## config.mk

```make
export PLATFORM = sky130hd
export DESIGN_NAME = seven_segment_glyph_pixel_generator
export DESIGN_NICKNAME = d
export VERILOG_FILES = /design/src/rtl/core/ssg_pkg.sv /design/src/rtl/core/seven_segment_glyph_pixel_generator.sv
export SDC_FILE = /design/constraint.sdc
export NUM_CORES = 1
export LEC_CHECK = 0
export BUFFER_PORTS_ARGS = -buffer_cell sky130_fd_sc_hd__buf_2
export CAP_MARGIN = 20
export CORE_MARGIN = 4
export CORE_UTILIZATION = 25
export CTS_CLUSTER_DIAMETER = 50
export DETAILED_ROUTE_END_ITERATION = 16
export GPL_ROUTABILITY_DRIVEN = 0
export GPL_TIMING_DRIVEN = 0
export PLACE_DENSITY = 0.4
export SLEW_MARGIN = 20
export SYNTH_ARGS = -nofsm -noshare
export SYNTH_HDL_FRONTEND = slang
export SYNTH_SLANG_ARGS = --single-unit
export TNS_END_PERCENT = 30
```

## constraint.sdc

```tcl
create_clock -name i_clk -period 21.1 [get_ports i_clk]
set_clock_uncertainty 0.1 [all_clocks]
set_input_delay 4.22 -clock i_clk [delete_from_list [all_inputs] [get_ports i_clk]]
set_output_delay 4.22 -clock i_clk [all_outputs]
set_load 0.01 [all_outputs]
```

## src/rtl/core/ssg_pkg.sv

```systemverilog
// ----------------------------------------------------------------------------
// ssg_pkg: seven-segment glyph generator package
// Character codes, segment masks, font geometry and the segment shape tests.
// ----------------------------------------------------------------------------
package ssg_pkg;

    // Character codes the generator knows
    localparam logic [7:0] CHAR_SPACE = 8'h20;
    localparam logic [7:0] CHAR_DASH  = 8'h2D;
    localparam logic [7:0] CHAR_COLON = 8'h3A;
    localparam logic [7:0] CHAR_ZERO  = 8'h30;
    localparam logic [7:0] CHAR_NINE  = 8'h39;

    // Register index bit of paddr (byte address 4*i)
    localparam logic REG_FONT_SEL = 1'b0;

    // Font select codes
    localparam logic FONT_LARGE = 1'b0;

    // Lit alpha value
    localparam logic [7:0] ALPHA_ON = 8'hFF;

    // Signed width for coordinate differences
    localparam int CW = 9;

    typedef logic signed [CW-1:0] t_coord;

    typedef struct packed {
        logic [6:0] w;        // digit box width
        logic [6:0] h;        // box height
        logic [6:0] t;        // stroke thickness
        logic [6:0] mx;       // horizontal margin
        logic [6:0] top;      // top bar row
        logic [6:0] mid;      // middle bar row
        logic [6:0] bot;      // bottom bar row
        logic [6:0] up;       // upper vertical bar row
        logic [6:0] low;      // lower vertical bar row
        logic [6:0] vh;       // vertical bar height
        logic [6:0] rx;       // right bar column
        logic [6:0] iw;       // horizontal bar length, w - 2*mx
        logic [6:0] dig_adv;
        logic [6:0] col_w;
        logic [6:0] col_adv;
        logic [6:0] dot_x;
        logic [6:0] dot_top;
        logic [6:0] dot_bot;
        logic [6:0] dash_w;
        logic [6:0] dash_adv;
        logic [6:0] dash_y;   // (h - t) / 2
    } t_geom;

    // Geometry for each font size
    function automatic t_geom geom(input logic sel);
        t_geom g;
        if (sel == FONT_LARGE) begin
            g = '{w: 7'd76, h: 7'd124, t: 7'd13, mx: 7'd6, top: 7'd2, mid: 7'd55,
                  bot: 7'd109, up: 7'd13, low: 7'd66, vh: 7'd40, rx: 7'd63,
                  iw: 7'd64, dig_adv: 7'd82, col_w: 7'd26, col_adv: 7'd30,
                  dot_x: 7'd6, dot_top: 7'd38, dot_bot: 7'd74, dash_w: 7'd48,
                  dash_adv: 7'd56, dash_y: 7'd55};
        end else begin
            g = '{w: 7'd34, h: 7'd56, t: 7'd6, mx: 7'd3, top: 7'd1, mid: 7'd25,
                  bot: 7'd49, up: 7'd6, low: 7'd30, vh: 7'd18, rx: 7'd28,
                  iw: 7'd28, dig_adv: 7'd38, col_w: 7'd14, col_adv: 7'd18,
                  dot_x: 7'd4, dot_top: 7'd16, dot_bot: 7'd34, dash_w: 7'd22,
                  dash_adv: 7'd28, dash_y: 7'd25};
        end
        return g;
    endfunction

    // Segment mask, gfedcba, for a decimal digit
    function automatic logic [6:0] seg_mask(input logic [3:0] d);
        logic [6:0] m;
        unique case (d)
            4'd0:    m = 7'h3F;
            4'd1:    m = 7'h06;
            4'd2:    m = 7'h5B;
            4'd3:    m = 7'h4F;
            4'd4:    m = 7'h66;
            4'd5:    m = 7'h6D;
            4'd6:    m = 7'h7D;
            4'd7:    m = 7'h07;
            4'd8:    m = 7'h7F;
            4'd9:    m = 7'h6F;
            default: m = 7'h00;
        endcase
        return m;
    endfunction

    function automatic t_coord to_coord(input logic [6:0] v);
        return t_coord'({2'b00, v});
    endfunction

    // Hexagonal horizontal bar: row r keeps columns ins..len-1-ins
    function automatic logic on_hbar(input logic [6:0] px, input logic [6:0] py,
                                     input logic [6:0] x, input logic [6:0] y,
                                     input logic [6:0] len, input logic [6:0] th);
        t_coord r;
        t_coord c;
        t_coord ins;
        r   = to_coord(py) - to_coord(y);
        c   = to_coord(px) - to_coord(x);
        ins = to_coord(th >> 1) - r;
        if (ins < 0) begin
            ins = -ins;
        end
        return (r >= 0) && (r < to_coord(th)) && (c >= ins) &&
               (c <= to_coord(len) - ins - t_coord'(1));
    endfunction

    // Vertical bar tapered at top and bottom
    function automatic logic on_vbar(input logic [6:0] px, input logic [6:0] py,
                                     input logic [6:0] x, input logic [6:0] y,
                                     input logic [6:0] th, input logic [6:0] len);
        t_coord r;
        t_coord c;
        t_coord half;
        t_coord tail;
        t_coord ins;
        r    = to_coord(py) - to_coord(y);
        c    = to_coord(px) - to_coord(x);
        half = to_coord(th >> 1);
        tail = to_coord(len) - half;
        if (r >= tail) begin
            ins = r - tail + t_coord'(1);
        end else begin
            ins = half - r;
            if (ins < 0) begin
                ins = '0;
            end
        end
        return (r >= 0) && (r < to_coord(len)) && (c >= ins) &&
               (c < to_coord(th) - ins);
    endfunction

endpackage

```

## src/rtl/core/seven_segment_glyph_pixel_generator.sv

```systemverilog
// ----------------------------------------------------------------------------
// seven_segment_glyph_pixel_generator: per-pixel seven-segment glyph renderer
// Pipeline: an input transfer passes through the input reg and then the
// result reg before its result transfer.
// Throughput: one pixel per cycle unless stalled; parallel segment comparators.
// Stalls: o_stall rises only while both registers hold data and i_stall is high.
// Reset: clears both pipeline valids and selects the large font.
// ----------------------------------------------------------------------------
module seven_segment_glyph_pixel_generator (
    input  logic        i_clk,
    input  logic        i_rst_n,
    // input channel
    input  logic        i_valid,
    output logic        o_stall,
    input  logic [7:0]  i_glyph_code,
    input  logic [6:0]  i_pixel_x,
    input  logic [6:0]  i_pixel_y,
    // result channel
    output logic        o_valid,
    input  logic        i_stall,
    output logic        o_glyph_known,
    output logic [7:0]  o_pixel_alpha,
    output logic [6:0]  o_advance_width,
    output logic [6:0]  o_box_width,
    output logic [6:0]  o_box_height,
    output logic        o_inside_box,
    // configuration port
    input  logic        psel,
    input  logic        penable,
    input  logic        pwrite,
    input  logic [2:0]  paddr,
    input  logic [31:0] pwdata,
    output logic [31:0] prdata,
    output logic        pready
);

    logic        r_font_sel;
    logic        r_s1_valid;
    logic [7:0]  r_s1_code;
    logic [6:0]  r_s1_px;
    logic [6:0]  r_s1_py;
    logic        r_out_valid;
    logic        r_known;
    logic [7:0]  r_alpha;
    logic [6:0]  r_adv;
    logic [6:0]  r_bw;
    logic [6:0]  r_bh;
    logic        r_inside;

    logic        s1_take;
    logic        s2_take;

    ssg_pkg::t_geom g;
    logic        n_known;
    logic [6:0]  n_adv;
    logic [6:0]  n_bw;
    logic [6:0]  n_bh;
    logic        n_inside;
    logic [7:0]  n_alpha;
    logic [6:0]  mask;
    logic        is_digit;
    logic        lit_digit;
    logic        lit_dash;
    logic        lit_colon;
    logic        dot_cx;
    logic        dot_cy;
    logic        lit;

    // Configuration register
    assign pready = 1'b1;
    assign prdata = (paddr[2] == ssg_pkg::REG_FONT_SEL) ? {31'd0, r_font_sel} : 32'd0;

    always_ff @(posedge i_clk) begin
        if (!i_rst_n) begin
            r_font_sel <= ssg_pkg::FONT_LARGE;
        end else if (psel && penable && pwrite && pready &&
                     paddr[2] == ssg_pkg::REG_FONT_SEL) begin
            r_font_sel <= pwdata[0];
        end
    end

    // Pipeline flow control
    assign s2_take = !r_out_valid || !i_stall;
    assign s1_take = !r_s1_valid || s2_take;
    assign o_stall = !s1_take;

    // Input register
    always_ff @(posedge i_clk) begin
        if (!i_rst_n) begin
            r_s1_valid <= 1'b0;
        end else if (s1_take) begin
            r_s1_valid <= i_valid;
        end
    end

    always_ff @(posedge i_clk) begin
        if (s1_take && i_valid) begin
            r_s1_code <= i_glyph_code;
            r_s1_px   <= i_pixel_x;
            r_s1_py   <= i_pixel_y;
        end
    end

    // Glyph class and box size
    assign g        = ssg_pkg::geom(r_font_sel);
    assign is_digit = (r_s1_code >= ssg_pkg::CHAR_ZERO) && (r_s1_code <= ssg_pkg::CHAR_NINE);

    always_comb begin
        n_known = 1'b1;
        n_adv   = '0;
        n_bw    = '0;
        n_bh    = '0;
        priority if (r_s1_code == ssg_pkg::CHAR_SPACE) begin
            n_adv = g.dig_adv;
        end else if (r_s1_code == ssg_pkg::CHAR_DASH) begin
            n_adv = g.dash_adv;
            n_bw  = g.dash_w;
            n_bh  = g.h;
        end else if (r_s1_code == ssg_pkg::CHAR_COLON) begin
            n_adv = g.col_adv;
            n_bw  = g.col_w;
            n_bh  = g.h;
        end else if (is_digit) begin
            n_adv = g.dig_adv;
            n_bw  = g.w;
            n_bh  = g.h;
        end else begin
            n_known = 1'b0;
        end
    end

    assign n_inside = (r_s1_px < n_bw) && (r_s1_py < n_bh);

    // Segment shape tests
    assign mask = ssg_pkg::seg_mask(r_s1_code[3:0]);

    assign lit_digit =
        (mask[0] && ssg_pkg::on_hbar(r_s1_px, r_s1_py, g.mx, g.top, g.iw, g.t)) ||
        (mask[1] && ssg_pkg::on_vbar(r_s1_px, r_s1_py, g.rx, g.up, g.t, g.vh)) ||
        (mask[2] && ssg_pkg::on_vbar(r_s1_px, r_s1_py, g.rx, g.low, g.t, g.vh)) ||
        (mask[3] && ssg_pkg::on_hbar(r_s1_px, r_s1_py, g.mx, g.bot, g.iw, g.t)) ||
        (mask[4] && ssg_pkg::on_vbar(r_s1_px, r_s1_py, 7'd0, g.low, g.t, g.vh)) ||
        (mask[5] && ssg_pkg::on_vbar(r_s1_px, r_s1_py, 7'd0, g.up, g.t, g.vh)) ||
        (mask[6] && ssg_pkg::on_hbar(r_s1_px, r_s1_py, g.mx, g.mid, g.iw, g.t));

    assign lit_dash = ssg_pkg::on_hbar(r_s1_px, r_s1_py, 7'd0, g.dash_y, g.dash_w, g.t);

    assign dot_cx = (r_s1_px >= g.dot_x) && ({1'b0, r_s1_px} < {1'b0, g.dot_x} + {1'b0, g.t});
    assign dot_cy = ((r_s1_py >= g.dot_top) &&
                     ({1'b0, r_s1_py} < {1'b0, g.dot_top} + {1'b0, g.t})) ||
                    ((r_s1_py >= g.dot_bot) &&
                     ({1'b0, r_s1_py} < {1'b0, g.dot_bot} + {1'b0, g.t}));
    assign lit_colon = dot_cx && dot_cy;

    always_comb begin
        lit = 1'b0;
        if (n_inside) begin
            priority if (r_s1_code == ssg_pkg::CHAR_DASH) begin
                lit = lit_dash;
            end else if (r_s1_code == ssg_pkg::CHAR_COLON) begin
                lit = lit_colon;
            end else begin
                lit = lit_digit;
            end
        end
    end

    assign n_alpha = lit ? ssg_pkg::ALPHA_ON : 8'd0;

    // Result register
    always_ff @(posedge i_clk) begin
        if (!i_rst_n) begin
            r_out_valid <= 1'b0;
        end else if (s2_take) begin
            r_out_valid <= r_s1_valid;
        end
    end

    always_ff @(posedge i_clk) begin
        if (s2_take && r_s1_valid) begin
            r_known  <= n_known;
            r_alpha  <= n_alpha;
            r_adv    <= n_adv;
            r_bw     <= n_bw;
            r_bh     <= n_bh;
            r_inside <= n_inside;
        end
    end

    assign o_valid         = r_out_valid;
    assign o_glyph_known   = r_known;
    assign o_pixel_alpha   = r_alpha;
    assign o_advance_width = r_adv;
    assign o_box_width     = r_bw;
    assign o_box_height    = r_bh;
    assign o_inside_box    = r_inside;

    // Checks
    a_alpha_inside: assert property (@(posedge i_clk) disable iff (!i_rst_n)
        o_valid |-> (o_pixel_alpha == 8'd0 || o_inside_box))
        else $error("lit pixel outside glyph box");

    a_inside_known: assert property (@(posedge i_clk) disable iff (!i_rst_n)
        (o_valid && o_inside_box) |-> (o_glyph_known && o_box_width != 7'd0))
        else $error("inside box for unknown or empty glyph");

    a_unknown_zero: assert property (@(posedge i_clk) disable iff (!i_rst_n)
        (o_valid && !o_glyph_known) |-> (o_advance_width == 7'd0 && o_box_height == 7'd0))
        else $error("unknown glyph reports a size");

    a_stall_full: assert property (@(posedge i_clk) disable iff (!i_rst_n)
        o_stall |-> (r_s1_valid && r_out_valid && i_stall))
        else $error("input stalled while pipeline has room");

endmodule

```

After elaboration in Yosys (flattened, before gate mapping)
Memories as Yosys holds them, arrays and structs flattened. A register that Yosys moved wholly into a read port is not among the register bits.
Index checks and enable logic that the tools add are counted.
{"block": "word_totals", "ff_bits": 56, "mem_bits_ro": 112, "in_bits": 64, "output_inout_bits": 66, "elab_cells": 181, "mem_count": 1}
{"memory": "(name not given)", "depth": 16, "width": 7, "rd": 1, "rd_clocked_by_memory_dff": 1, "write_ports": 0, "line": "ssg_pkg.sv:74", "rtl": "unique case (d)"}
{"block": "op_classes", "n_addsub": 36, "magnitude_cmp": 46, "n_eq_ne": 3, "n_mux": 28, "bitwise_logic": 1, "reduce_logical": 54}
{"cell": "147-bit two-way mux", "n": 1}
{"cell": "7-bit two-way mux", "n": 12}
{"cell": "8-bit by 9-bit >= comparator with 1-bit output", "n": 8}
{"cell": "9-bit two-way mux", "n": 8}
{"cell": "7-bit by 7-bit subtractor with 8-bit output", "n": 8}
{"cell": "9-bit by 1-bit less-than comparator with 1-bit output, second input constant", "n": 6}
{"cell": "7-bit by 8-bit subtractor with 9-bit output", "n": 6}
{"cell": "8-bit by 9-bit subtractor with 9-bit output", "n": 6}
{"cell": "8-bit by 1-bit >= comparator with 1-bit output, second input constant", "n": 6}
{"cell": "8-bit less-than comparator", "n": 6}
{"cell": "1-bit logical AND", "n": 40}
{"cell": "8-bit by 9-bit less-or-equal comparator with 1-bit output", "n": 4}
{"cell": "8-bit by 9-bit less-than comparator with 1-bit output", "n": 4}
{"cell": "9-bit negation", "n": 4}
{"cell": "9-bit by 2-bit subtractor with 9-bit output, second input constant", "n": 4}
{"cell": "7-bit by 7-bit adder with 8-bit output", "n": 3}
{"cell": "8-bit by 6-bit equality test with 1-bit output, second input constant", "n": 3}
{"cell": "7-bit by 8-bit less-than comparator with 1-bit output", "n": 3}
{"cell": "7-bit >= comparator", "n": 3}
{"cell": "9-bit by 2-bit adder with 9-bit output, second input constant", "n": 2}
{"cell": "8-bit by 8-bit subtractor with 9-bit output", "n": 2}
{"cell": "8-bit >= comparator", "n": 2}
{"cell": "7-bit less-than comparator", "n": 2}
{"cell": "1-bit logical OR", "n": 9}
{"cell": "9 further kinds", "n": 16}

Longest topological paths before layout
{"block": "depth", "ltp_word": 20, "depth_mapped": 34, "ltp_nobuf": 31}

Worst setup path after synthesis
OpenSTA, ideal clock, no wires.
{"block": "synth_path", "kind": "register to register", "from": "reg r_font_sel", "to": "reg r_alpha[6] (netlist: o_pixel_alpha[6]), data pin", "setup_time_ns": 0.130, "arrival_time_ns": 8.945, "slack_ns": 11.924, "stages_incl_launch_ff": 32, "synth_period_minus_slack_ns": 9.176, "cell_sequence": "dfxtp_1 buf_2 clkinv_1 ha_1 fa_1 or4bb_1 o211ai_1 inv_2 ha_1 nand4_1 o2111ai_1 a21boi_1 and2_1 buf_2 nor2_1 a31oi_1 ha_1 inv_1 a221oi_1 a211oi_1 nand2b_1 xor2_1 ha_1 a21oi_1 o31a_1 o41ai_1 a2111o_1 nor3_1 nand3b_1 o31ai_1 a211oi_1 nand2_1"}
{"block": "synth_between", "elab_chain_len": 20}
{"item": "start: declaration", "line": "seven_segment_glyph_pixel_generator.sv:37", "rtl": "logic r_font_sel;"}
{"item": "start signal: assignment", "line": "seven_segment_glyph_pixel_generator.sv:75", "rtl": "r_font_sel <= ssg_pkg::FONT_LARGE;"}
{"item": "start signal: assignment", "line": "seven_segment_glyph_pixel_generator.sv:78", "rtl": "r_font_sel <= pwdata[0];"}
{"item": "147-bit two-way mux (*)", "line": "ssg_pkg.sv:55", "rtl": "if (sel == FONT_LARGE) begin"}
{"item": "7-bit by 7-bit subtractor with 8-bit output, on equally long branches", "line": "ssg_pkg.sv:101, ssg_pkg.sv:120"}
{"item": "7-bit by 8-bit subtractor with 9-bit output, on equally long branches", "line": "ssg_pkg.sv:103, ssg_pkg.sv:127"}
{"item": "9-bit negation, or another cell as far along", "line": "ssg_pkg.sv:105", "rtl": "ins = -ins;"}
{"item": "9-bit two-way mux, on equally long branches", "line": "ssg_pkg.sv:104, ssg_pkg.sv:128"}
{"item": "8-bit by 9-bit subtractor with 9-bit output / 9-bit two-way mux (equally long branches)", "line": "ssg_pkg.sv:108, ssg_pkg.sv:124"}
{"item": "9-bit by 2-bit subtractor with 9-bit output, or another cell as far along", "line": "ssg_pkg.sv:108", "rtl": "(c <= to_coord(len) - ins - t_coord'(1));"}
{"item": "8-bit by 9-bit less-or-equal comparator with 1-bit output, or another cell as far along", "line": "ssg_pkg.sv:108"}
{"item": "(+5 left out)"}
{"item": "1-bit logical OR", "line": "seven_segment_glyph_pixel_generator.sv:141", "rtl": "(mask[3] && ssg_pkg::on_hbar(r_s1_px, r_s1_py, g.mx, g.bot, g.iw, g.t)) ||"}
{"item": "1-bit logical OR", "line": "seven_segment_glyph_pixel_generator.sv:142", "rtl": "(mask[4] && ssg_pkg::on_vbar(r_s1_px, r_s1_py, 7'd0, g.low, g.t, g.vh)) ||"}
{"item": "1-bit logical OR", "line": "seven_segment_glyph_pixel_generator.sv:143", "rtl": "(mask[5] && ssg_pkg::on_vbar(r_s1_px, r_s1_py, 7'd0, g.up, g.t, g.vh)) ||"}
{"item": "1-bit two-way mux", "line": "seven_segment_glyph_pixel_generator.sv:160", "rtl": "end else if (r_s1_code == ssg_pkg::CHAR_COLON) begin"}
{"item": "1-bit two-way mux", "line": "seven_segment_glyph_pixel_generator.sv:158", "rtl": "priority if (r_s1_code == ssg_pkg::CHAR_DASH) begin"}
{"item": "1-bit two-way mux (*)", "line": "seven_segment_glyph_pixel_generator.sv:157", "rtl": "if (n_inside) begin"}
{"item": "net lit", "line": "seven_segment_glyph_pixel_generator.sv:67", "rtl": "logic lit;"}
{"item": "8-bit two-way mux (*)", "line": "seven_segment_glyph_pixel_generator.sv:168", "rtl": "assign n_alpha = lit ? ssg_pkg::ALPHA_ON : 8'd0;"}
{"item": "end signal: assignment", "line": "seven_segment_glyph_pixel_generator.sv:182", "rtl": "r_alpha <= n_alpha;"}
{"item": "end: declaration", "line": "seven_segment_glyph_pixel_generator.sv:44", "rtl": "logic [7:0] r_alpha;"}
The timed path passes the listed nets; every way through them passes the cells marked *.
A chain may end at the register's enable or synchronous reset.

Worst setup path in the final report
Same ends and word-level chain as after synthesis.

==> results by group <==
Synthesis
  – Post-Synthesis Cells: 1,298
  – Post-synthesis mux area share: 0.00869
  – Number of flops mapped to enable cells by yosys: 39
  – Ys async rst share: 0
  – Syn_area_per_cell: 8.32 sq um
  – Synth warnings: 0
  – Synth Register Bits: 49
  – Post-synthesis compound-gate area fraction: 0.223
  – Synth Area in Adders: 0.308
  – Distinct cells, synth: 94
  – Dominant synthesized flop cell: edfxtp_1
  – Synth Area in Simple Gates: 0.179
  – Largest family of logic cells by synthesized area: adder cells
  – Sequential share of the synthesized area: 0.127
  – Synthesized area: 0.0108 sq mm
  – XOR/XNOR share of the synthesized area: 0.0815

Worst setup path
  – Cell at the slowest stage of the critical path: ha_1
  – Critical path's largest stage delay: 0.64 ns
  – Most common cell on crit path: ha_1
  – CP endpoint kind: flip-flop
  – Reg-to-reg critical path startpoint: r_font_sel$_SDFFE_PN0P_
  – WP data required: 21.01 ns
  – R2R setup slack: 11.68 ns
  – Crit path max-delay family: compound AO/OA/AOI/OAI gates
  – R2R depth: 31
  – Worst Path Buf+Inv: 6
  – R2r endpoint: o_pixel_alpha[6]$_DFFE_PP_
  – Critical path launch point type: flip-flop
  – Critical path arrival: 9.34 ns
  – Max FO, Critical Path: 50
  – Kind of critical path: flip-flop to flip-flop

Drt
  – DRC violations left: 0
  – DR pass1 iterations: 5
  – Drt total wl: 34,800 microns
  – ANT nets after route: 0
  – Via count: 9,554
  – DR iter-0 viols: 501
  – WL per Instance: 17.5 microns
  – Vias per inst: 4.81

Timing
  – Fin. Hold Viols: 0
  – Setup WS post-layout: 11.68 ns
  – Worst-Margin Slew: 1.07 ns
  – Final worst-path cycle share: 0.447
  – Max Slew Vio Count: 0
  – Highest Clock Rate: 0.106 GHz
  – Setup violations, final: 0
  – RSZ-0062 raised after global routing: no
  – Crit path time final: 9.42 ns
  – Setup_tns: 0 ns
  – Worst hold slack: 0.400 ns
  – Normalized max-slew margin: 0.280

CTS
  – CTS tree: done
  – Clock buffer depth: 2
  – CTS clock-pin slew for the worst setup and hold paths: 0.07 ns
  – Hold-fix buffers at CTS: 0
  – CTS Root Cell: clkbuf_16
  – # Post-CTS Setup Buffers: 0
  – CTS Buf Count: 5
  – Clock latency on the worst-skew pair: 0.29 ns
  – PostCTS Resize Cnt: 0
  – H-tree depth: 2
  – CTS sink count: 49

GRT
  – Grt ovf: 0
  – Largest net degree at the start of global routing: 51
  – Gr usage total: 0.145
  – Vias in the first global route: 9,404
  – Antenna violations before repair: 1
  – Global-route wire length before repair: 54,400 microns

Placement
  – Pre-CTS WS: 11.59 ns
  – Post-placement cell area: 0.0120 sq mm
  – PortBufs: 60
  – Hpwl dp: 28,400 microns

Run status
  – Status: completed

Min path
  – Hold_sp: r_s1_valid$_SDFFE_PN0N_
  – Hold Crit Depth: 2
  – Hold path endpoint: o_valid$_SDFFE_PN0P_
  – Hold Path Class: flip-flop to flip-flop

Run
  – # Max-Cap Violations: 0

Finish
  – Share of layout cells above drive strength 1: 0.115
  – Most common cell after layout, fill and taps aside: ha_1
  – Syn-to-layout area delta: 13.1%
  – Most frequent cells in the layout: ha_1 (233), nor2_1 (100), inv_1 (85)
  – Total Nets Final: 1,722
  – Fin area: 0.0122 sq mm

Floorplan
  – Die Ht: 216 microns
  – I/O pins: 130
  – # rows: 75
  – Core box area: 0.0423 sq mm
  – Initial core utilization: 0.255
  – Die W: 216 microns
  – Die area: 0.0466 sq mm

Power
  – PwrDens: 63.0 mW/mm^2
  – Peak supply drop: 49.6 uV
  – Leakage power: 5.46 nW
==> final cells by class <==
cell class | instances | area (sq um)
fillers | 4526 | 30100
inverters | 90 | 343
repair buffers | 64 | 358
clock buffers | 6 | 129
clock inverters | 2 | 38.8
plain buffers | 68 | 442
multi-input cells | 1128 | 8800
well taps | 577 | 722
diodes | 1 | 2.50
flip-flops and latches | 49 | 1380
==> flip-flops by register name (all words and copies together) (netlist names) <==
register         cells
r_s1_code            8
o_glyph_known        1
o_pixel_alpha        1
mask                 7
r_font_sel           1
r_s1_valid           1
r_s1_py              7
o_inside_box         1
r_s1_px              7
o_advance_width      6
o_box_width          6
o_box_height         2
o_valid              1
==> kinds of logic (layout without fill, tap and decap cells) <==
| group | count (synthesis) | in the layout |
|---|---|---|
| AOI/OAI and AO/OA | 355 | 355 |
| xor gates and xnor gates | 97 | 97 |
| adders and majority gates | 255 | 255 |
| buffers and inverters | 158 | 230 |
| DFF | 49 | 49 |
| muxes | 9 | 9 |
| other | 2 | 40 |
| and+or+nand+nor | 373 | 373 |
==> stage by stage <==
stage          power [mW]  cells   util
4_1_cts             0.777   1984  0.288
5_1_grt             0.858   1984  0.288
2_1_floorplan       0.541   1335      -
6_report            0.769   1985  0.288
3_3_place_gp        0.676   1972  0.283
3_5_place_dp        0.682   1976  0.284
==> power by group <==
group | internal, mW | switching [mW] | leakage (nW)
logic | 0.235 | 0.322 | 4.92
clock network | 0.0562 | 0.0343 | 0.0811
registers | 0.111 | 0.0106 | 0.461
==> worst min-delay path, stage by stage (launching register included) <==
cell and delay [ns]:
dfxtp_1 0.33, a21oi_1 0.04, nor2b_1 0.09
==> how the worst max path moves through the flow <==
stage / from / to / slack [ns] / cells past startpoint
after floorplan: r_font_sel$_SDFFE_PN0P_ / o_pixel_alpha[6]$_DFFE_PP_ / 11.92 / 31
after global placement: r_font_sel$_SDFFE_PN0P_ / o_pixel_alpha[6]$_DFFE_PP_ / 7.79 / 31
after detailed placement: r_font_sel$_SDFFE_PN0P_ / o_pixel_alpha[6]$_DFFE_PP_ / 11.59 / 32
after CTS: r_font_sel$_SDFFE_PN0P_ / o_pixel_alpha[6]$_DFFE_PP_ / 11.56 / 31
after global routing: r_font_sel$_SDFFE_PN0P_ / o_pixel_alpha[6]$_DFFE_PP_ / 11.06 / 32
final: r_font_sel$_SDFFE_PN0P_ / o_pixel_alpha[6]$_DFFE_PP_ / 11.68 / 31
==> synthesized netlist by cell type, types with 15 or more instances <==
master / number / area share
ha_1: 233 / 0.27
nor2_1: 100 / 0.035
inv_1: 85 / 0.030
a21oi_1: 77 / 0.036
nand2_1: 73 / 0.025
o21ai_0: 64 / 0.030
xnor2_1: 61 / 0.049
buf_4: 46 / 0.032
edfxtp_1: 39 / 0.11
xor2_1: 32 / 0.026
a21o_1: 28 / 0.019
o21a_1: 28 / 0.019
nor2b_1: 27 / 0.016
a31oi_1: 22 / 0.013
nand2b_1: 22 / 0.013
nor3_1: 22 / 0.010
nand4_1: 20 / 0.012
fa_1: 19 / 0.035
nand3_1: 19 / 0.0088
a211oi_1: 17 / 0.012
o211ai_1: 15 / 0.010
==> routing by layer <==
metal  wire (microns)  track usage
met1            17400        0.208
met2            16100        0.244
met3              849      0.00914
met4              467       0.0243
met5               13            0
No activity file was read; power rests on OpenSTA's default activity.
